[src/sv/trd_pkg.sv]
// ----------------------------------------------------------------------------
// trd_pkg
// Shared types, widths and codes for the triangle rasteriser with depth test.
// ----------------------------------------------------------------------------
package trd_pkg;

  // Field widths
  localparam int COORD_W   = 13;
  localparam int Z_W       = 32;
  localparam int COLOR_W   = 24;
  localparam int ACT_W     = 2;
  localparam int OUT_XY_W  = 9;
  localparam int SCREEN_W  = 10;

  // Cross products of two coordinate differences, and the depth numerator
  localparam int CRW       = 2 * (COORD_W + 1);
  localparam int NUM_W     = 64;

  // Stream and register port widths
  localparam int IN_DATA_W  = 200;
  localparam int OUT_DATA_W = 80;
  localparam int CFG_ADDR_W = 3;
  localparam int CFG_DATA_W = 32;

  // Parameter defaults
  localparam int DEF_MAX_WIDTH  = 512;
  localparam int DEF_MAX_HEIGHT = 512;
  localparam int DEF_FRAC_BITS  = 4;

  localparam int SCREEN_RESET = 512;

  localparam logic signed [Z_W-1:0] Z_MIN = {1'b1, {(Z_W-1){1'b0}}};
  localparam logic signed [Z_W-1:0] Z_MAX = {1'b0, {(Z_W-1){1'b1}}};

  // Request kinds on tuser
  localparam logic [ACT_W-1:0] ACT_LOAD  = 2'd0;
  localparam logic [ACT_W-1:0] ACT_STEP  = 2'd1;
  localparam logic [ACT_W-1:0] ACT_CLEAR = 2'd2;

  // Register indexes (paddr[2])
  localparam logic REG_WIDTH  = 1'b0;
  localparam logic REG_HEIGHT = 1'b1;

  typedef enum logic [3:0] {
    ST_CLEAR,
    ST_IDLE,
    ST_CU,
    ST_CV,
    ST_M0,
    ST_M1,
    ST_M2,
    ST_ACC,
    ST_DIV,
    ST_DIVW,
    ST_WB
  } trd_state_t;

  typedef struct packed {
    logic busy;
    logic done;
  } trd_div_stat_t;

endpackage

[src/sv/trd_div.sv]
// ----------------------------------------------------------------------------
// trd_div
// Restoring divider, one quotient bit a cycle: signed numerator over signed
// area, truncated toward zero and saturated to a 32-bit depth.
// ----------------------------------------------------------------------------
module trd_div (
  input  logic                                 clk,
  input  logic                                 rst_n,
  input  logic                                 start,
  input  logic signed [trd_pkg::NUM_W-1:0]     num,
  input  logic signed [trd_pkg::CRW-1:0]       den,
  output trd_pkg::trd_div_stat_t               stat,
  output logic signed [trd_pkg::Z_W-1:0]       quot
);
  import trd_pkg::*;

  localparam int CNT_W = $clog2(Z_W);

  logic [NUM_W-1:0] n_mag;
  logic [CRW-1:0]   d_mag;
  logic             big;

  logic [CRW-1:0]   rem_r, rem_nxt;
  logic [CRW-1:0]   den_r;
  logic [Z_W-1:0]   nlo_r;
  logic [Z_W-1:0]   q_r;
  logic             big_r;
  logic             neg_r;
  logic [CNT_W-1:0] cnt_r;
  logic             busy_r;
  logic             done_r;

  logic [CRW:0]     r2;
  logic             ge;

  // Operand magnitudes; a quotient of 2^32 or more is saturated at once
  assign n_mag = num[NUM_W-1] ? NUM_W'(-num) : NUM_W'(num);
  assign d_mag = den[CRW-1] ? CRW'(-den) : CRW'(den);
  assign big   = n_mag[NUM_W-1:Z_W] >= Z_W'(d_mag);

  // One trial subtraction
  assign r2      = {rem_r, nlo_r[Z_W-1]};
  assign ge      = r2 >= {1'b0, den_r};
  assign rem_nxt = ge ? CRW'(r2 - {1'b0, den_r}) : r2[CRW-1:0];

  always_ff @(posedge clk) begin
    if (!rst_n) begin
      busy_r <= 1'b0;
      done_r <= 1'b0;
      cnt_r  <= '0;
    end else begin
      done_r <= 1'b0;
      if (start) begin
        busy_r <= 1'b1;
        cnt_r  <= '0;
      end else if (busy_r) begin
        cnt_r <= cnt_r + 1'b1;
        if (cnt_r == CNT_W'(Z_W - 1)) begin
          busy_r <= 1'b0;
          done_r <= 1'b1;
        end
      end
    end
  end

  always_ff @(posedge clk) begin
    if (start) begin
      rem_r <= n_mag[Z_W +: CRW];
      nlo_r <= n_mag[Z_W-1:0];
      den_r <= d_mag;
      big_r <= big;
      neg_r <= num[NUM_W-1] ^ den[CRW-1];
      q_r   <= '0;
    end else if (busy_r) begin
      rem_r <= rem_nxt;
      nlo_r <= nlo_r << 1;
      q_r   <= {q_r[Z_W-2:0], ge};
    end
  end

  // Sign and saturation
  always_comb begin
    if (neg_r) begin
      if (big_r || q_r > Z_W'(Z_MIN)) quot = Z_MIN;
      else                            quot = -$signed(q_r);
    end else begin
      if (big_r || q_r > Z_W'(Z_MAX)) quot = Z_MAX;
      else                            quot = $signed(q_r);
    end
  end

  assign stat.busy = busy_r;
  assign stat.done = done_r;

endmodule

[config.mk]
export PLATFORM = sky130hd
export DESIGN_NAME = trd_div
export DESIGN_NICKNAME = d
export VERILOG_FILES = /design/src/sv/trd_pkg.sv /design/src/sv/trd_div.sv
export SDC_FILE = /design/constraint.sdc
export NUM_CORES = 1
export LEC_CHECK = 0
export BUFFER_PORTS_ARGS = -buffer_cell sky130_fd_sc_hd__buf_4
export CAP_MARGIN = 25
export CORE_ASPECT_RATIO = 0.6
export CORE_MARGIN = 1
export CORE_UTILIZATION = 32
export DETAILED_ROUTE_END_ITERATION = 10
export GPL_TIMING_DRIVEN = 1
export HOLD_SLACK_MARGIN = 0.02
export PLACE_DENSITY = 0.6
export SKIP_LAST_GASP = 1
export SYNTH_ARGS = -nofsm -noshare
export SYNTH_HDL_FRONTEND = slang
export SYNTH_SLANG_ARGS = --single-unit
[constraint.sdc]
create_clock -name clk -period 5.7 [get_ports clk]
set_input_delay 1.14 -clock clk [delete_from_list [all_inputs] [get_ports clk]]
set_output_delay 1.14 -clock clk [all_outputs]
set_load 0.01 [all_outputs]
=== After elaboration in Yosys (flattened, before gate mapping) ===
Index checks and enable logic that the tools add are counted.

* Register bits: 129
* Input bits: 95
* Logic and storage cells: 41

* Add/sub/neg operators: 5
* Order comparisons: 4
* Equal/unequal tests: 1
* Multiplexer cells: 14
* Bitwise logic cells: 3
* Reductions and logical operators: 5

{| class="wikitable"
|+ Operators by type and width
! cell !! count
|-
| 2-to-1 mux 32 bit || 5
|-
| 2-to-1 mux 28 bit || 4
|-
| 2-to-1 mux 64 bit || 1
|-
| negator 64 bit || 1
|-
| >= comparator 32 x 28 -> 1 bit || 1
|-
| > comparator 32 x 31 -> 1 bit (second input constant) || 1
|-
| > comparator 32 bit (second input constant) || 1
|-
| negator 32 bit || 1
|-
| >= comparator 29 x 28 -> 1 bit || 1
|-
| negator 28 bit || 1
|-
| subtractor 28 bit || 1
|-
| adder 5 x 1 -> 5 bit (second input constant) || 1
|-
| equality test 5 bit (second input constant) || 1
|-
| 2-to-1 mux 1 bit || 4
|-
| OR reduction 3 bit || 1
|-
| logical OR 1 bit || 2
|-
| inverter 1 bit || 2
|-
| nonzero test 2 bit || 1
|-
| OR reduction 2 bit || 1
|-
| bitwise XOR 1 bit || 1
|}

=== Logic depth before layout (Yosys ltp) ===
* Depth in word-level cells: 4
* Gate-level depth with buffers: 18

=== Least setup slack after synthesis ===
Ideal clock, no wire load.

* Path type: input-to-reg
* From: input num[32] in the netlist's numbering
* To: register big_r, data pin
* Library setup time: 265 ps
* Arrival: 4733 ps
* Data required time: 5435 ps
* Setup slack: 701 ps
* Stages on the path: 17
* Cell sequence: or4_1 -> nand2b_1 -> or4_4 -> nor4_4 -> nand2b_1 -> buf_2 -> o31ai_1 -> xnor2_1 -> ha_1 -> a21o_1 -> a21o_1 -> a21oi_1 -> o21ai_0 -> a21o_1 -> a21oi_1 -> o211ai_1 -> or3_1

* Longest elaborated chain between the ends: 3

{| class="wikitable"
|+ Ends and longest elaborated chain
! element !! line !! RTL
|-
| from (decl) || trd_div.sv:10 || <nowiki>input logic signed [trd_pkg::NUM_W-1:0] num,</nowiki>
|-
| negator 64 bit || trd_div.sv:37 || <nowiki>assign n_mag = num[NUM_W-1] ? NUM_W'(-num) : NUM_W'(num);</nowiki>
|-
| 2-to-1 mux 64 bit (*) || trd_div.sv:37 ||
|-
| >= comparator 32 x 28 -> 1 bit (*) || trd_div.sv:39 || <nowiki>assign big = n_mag[NUM_W-1:Z_W] >= Z_W'(d_mag);</nowiki>
|-
| net big || trd_div.sv:21 || <nowiki>logic big;</nowiki>
|-
| to (signal assigned) || trd_div.sv:71 || <nowiki>big_r <= big;</nowiki>
|-
| to (decl) || trd_div.sv:27 || <nowiki>logic big_r;</nowiki>
|}

Mark *: on every way through the listed nets, which the timed path passes. The rest lies on a longest branch.
A chain may end at the register's enable or synchronous reset.

=== Final worst setup path ===
* From: register q_r[0]
* To: output quot[23] in the netlist's numbering

* Longest elaborated chain between the ends: 4

{| class="wikitable"
|+ Ends and longest elaborated chain
! element !! line !! RTL
|-
| from (decl) || trd_div.sv:26 || <nowiki>logic [Z_W-1:0] q_r;</nowiki>
|-
| from (signal assigned) || trd_div.sv:77 || <nowiki>q_r <= {q_r[Z_W-2:0], ge};</nowiki>
|-
| > comparator 32 x 31 -> 1 bit or > comparator 32 bit (tied branches) || trd_div.sv:87, trd_div.sv:84 ||
|-
| logical OR 1 bit, on equally long branches || trd_div.sv:87, trd_div.sv:84 ||
|-
| 2-to-1 mux 32 bit, on equally long branches || trd_div.sv:87, trd_div.sv:84 ||
|-
| 2-to-1 mux 32 bit (*) || trd_div.sv:83 || <nowiki>if (neg_r) begin</nowiki>
|-
| to (decl) || trd_div.sv:13 || <nowiki>output logic signed [trd_pkg::Z_W-1:0] quot</nowiki>
|}

Mark *: on every way between the ends. The rest lies on a longest branch, timed or not.

==> results.md <==
- Skew final: 0.01541 ns
- RSZ-0062 raised after global routing: no
- DR iter-0 viols: 824
- WL final: 30.70 mm
- Outcome: complete, no violations
- I/O pin total: 129
- Slew HR: 0.3601
- Worst Tran Pin Value: 0.9474 ns
- Post-synthesis register bit count: 129
- Placeable Area: 31220 µm²
- ANT nets after route: 0
- Class of the worst hold path: flip-flop to flip-flop
- Critical Path AT: 4.07 ns
- Port Buffers: 128
- Syn Area/Cell: 8.492 µm²
- Placed insts: 1686
- Worst hold slack: 0.5024 ns
- Utilization after layout: 0.3858
- Die W: 232.2 µm
- Startpoint Class: flip-flop
- Clk slew on worst S/H paths: 0.05 ns
- Synth warn: 0
- Fin. Hold Viols: 0
- Die height: 140.1 µm
- Period Utilization, post-route: 0.9136
- Post-synth EDFFs: 90
- Async S/R FF share, synth: 0
- CTS tree: yes
- Drt first pass iters: 5
- Final Cell Area: 12040 µm²
- Syn_nets: 1355
- Pleak: 4.955 nW
- DP HPWL: 23.17 mm
- DRC: 0
- Minimum clock period: 5.208 ns
- Via Count: 9212
- Initial antenna violation count: 0
- Slew Viols, Final: 0
- CP endpoint kind: output port
- Post-cts resize count: 0
- Initial Util: 0.3259
- Worst-path maximum fanout: 21
- Fraction of layout cells with a size suffix above 1: 0.1443
- Post-CTS Hold Buffers: 0
- # clock sinks: 129
- Power per cell area: 314.6 nW/µm²
- Antenna fix cells: 0
- Synth Flop Type: edfxtp_1
- Num rows: 50
- GRT overflow: 0
- Commonest non-fill, non-tap cells in the layout: buf_4, nor2_1, a21oi_1
- Gpl congestion: 0.9045
- Most common cell after layout, fill and taps aside: buf_4
- Fmax: 0.1920 GHz
- Post-CTS setup buffers: 0
- Non-Filler Instances: 1719
- Max Cap Viol: 0
- CP Class: flip-flop to output port
- Vias in the first global route: 8473
- First-pass GRT wire length: 48.47 mm
- Setup TNS: 0 ns
- Peak VDD IR: 0.0001999 V
- Final net count: 1447
- Seq/Total Area, Yosys: 0.3424
- Layout area overhead: 18.37%
- Largest net degree at the start of global routing: 62
- Root buffer cell: clkbuf_16
- Synth Instances: 1198
- H-tree Lvls: 4
- Placed Area: 11490 µm²
- GR Util All Layers: 0.1918
- Library cells used by synthesis: 70
- Clock buffer depth: 2
- Mapped cell area: 10170 µm²
- Critical Path RT: 4.56 ns
- Vias per cell: 5.359
- TritonCTS Buffers: 17
- DIE AREA: 32530 µm²
- Clock Latency Late Sink: 0.43 ns
- Setup Viol. Count Final: 0
- Wire per inst: 17.86 µm
[cell usage after synthesis, types with 3 or more instances]
library cell  instances  area share
o31ai_1              34       0.025
nand4_1               8      0.0049
nor2_1              131       0.048
a21boi_0              4      0.0030
xor2_1               62       0.053
mux2i_1              38       0.037
or4_4                 3      0.0033
nor2b_1               6      0.0037
nor3_2                3      0.0030
or2_2                 4      0.0025
and2_1                3      0.0018
or4_1                11      0.0081
nand2b_1             17       0.010
nand2_1              96       0.035
o41ai_1              16       0.014
a211oi_1              5      0.0037
o21ai_0              72       0.035
nor3_1               25       0.012
buf_2                 5      0.0025
xnor2_1              49       0.042
a31oi_1               4      0.0025
buf_1                 9      0.0033
a21o_1               20       0.015
o211ai_1              7      0.0052
o311ai_0             25       0.022
inv_1                80       0.030
nand4b_1              4      0.0034
a21oi_1             112       0.055
dfxtp_1              39       0.077
o21a_1                8      0.0059
edfxtp_1             90        0.27
and3_1                6      0.0037
nor3b_1               4      0.0030
nor4_1                9      0.0055
nand3_1              12      0.0059
ha_1                 61       0.075
clkbuf_1             52       0.019
o41a_1                3      0.0033
or3_1                21       0.013
[path summary, 6_finish.rpt]
check                           cells past startpoint  slack, ns      start   endpoint
worst max-delay path                               13       0.49     q_r[0]   quot[23]
worst min-delay path                                2       0.50   cnt_r[4]   cnt_r[4]
worst max register to register                     11       1.78  rem_r[19]  rem_r[26]
worst min register to register                      2       0.50   cnt_r[4]   cnt_r[4]
[cells by family (layout without fill, tap and decap cells)]
logic type,Yosys count,in the layout,share of synthesized area
and+or+nand+nor,377,377,0.1831
xor gates and xnor gates,111,111,0.09556
AOI/OAI and AO/OA,332,332,0.2082
adders and majority gates,62,62,0.07699
DFF,129,129,0.3424
muxes,38,38,0.03739
buffers and inverters,149,254,0.05633
[layer usage]
layer | routed length [µm] | up-vias | track usage | share of wire
li1 | - | 4537 | - | -
met1 | 16060 | 4342 | 0.3074 | 0.52
met2 | 11700 | 317 | 0.2455 | 0.38
met3 | 2734 | 16 | 0.05578 | 0.089
met4 | 200 | 0 | 0.03255 | 0.0065
met5 | 0 | - | 0 | 0
[stage by stage]
stage,worst slack (ns),total power [mW]
final,0.4923,3.789
after global routing,0.2662,4.027
after CTS,0.4602,3.775
after detailed placement,0.2557,2.745
after global placement,0.3066,2.733
after floorplan,0.7014,2.267
[area by class of cell]
cell class              instances  area (µm²)
flip-flops and latches        129        3485
well taps                     416       520.5
repair buffers                141        1079
multi-input cells             920        6128
fillers                      3118       19170
clock buffers                  25       465.4
inverters                      81       304.0
clock inverters                 7       61.31
[sequential cells by signal, indices dropped and copies added (netlist names)]
name	count
big_r	1
busy_r	1
cnt_r	5
den_r	28
done_r	1
neg_r	1
nlo_r	32
q_r	32
rem_r	28
[critical path, stage by stage, from the launching register on]
cell      delay, ns
dfxtp_1        0.34
inv_1          0.11
ha_1           0.20
or3b_1         0.42
or4_1          0.56
nor4_4         0.22
nand4b_1       0.24
nor3_2         0.26
a21oi_2        0.10
inv_1          0.10
nand2_1        0.13
buf_4          0.24
o311ai_0       0.49
buf_4          0.22
[where the power goes]
group          leakage (nW)  total (mW)  switching (mW)  internal (mW)
Sequential             1.20        1.21          0.0582           1.16
Clock                 0.263        1.02           0.411          0.607
Combinational          3.49        1.56           0.933          0.623
Total                  4.95        3.79            1.40           2.39
Note: power is estimated with default switching activity, not from simulation.
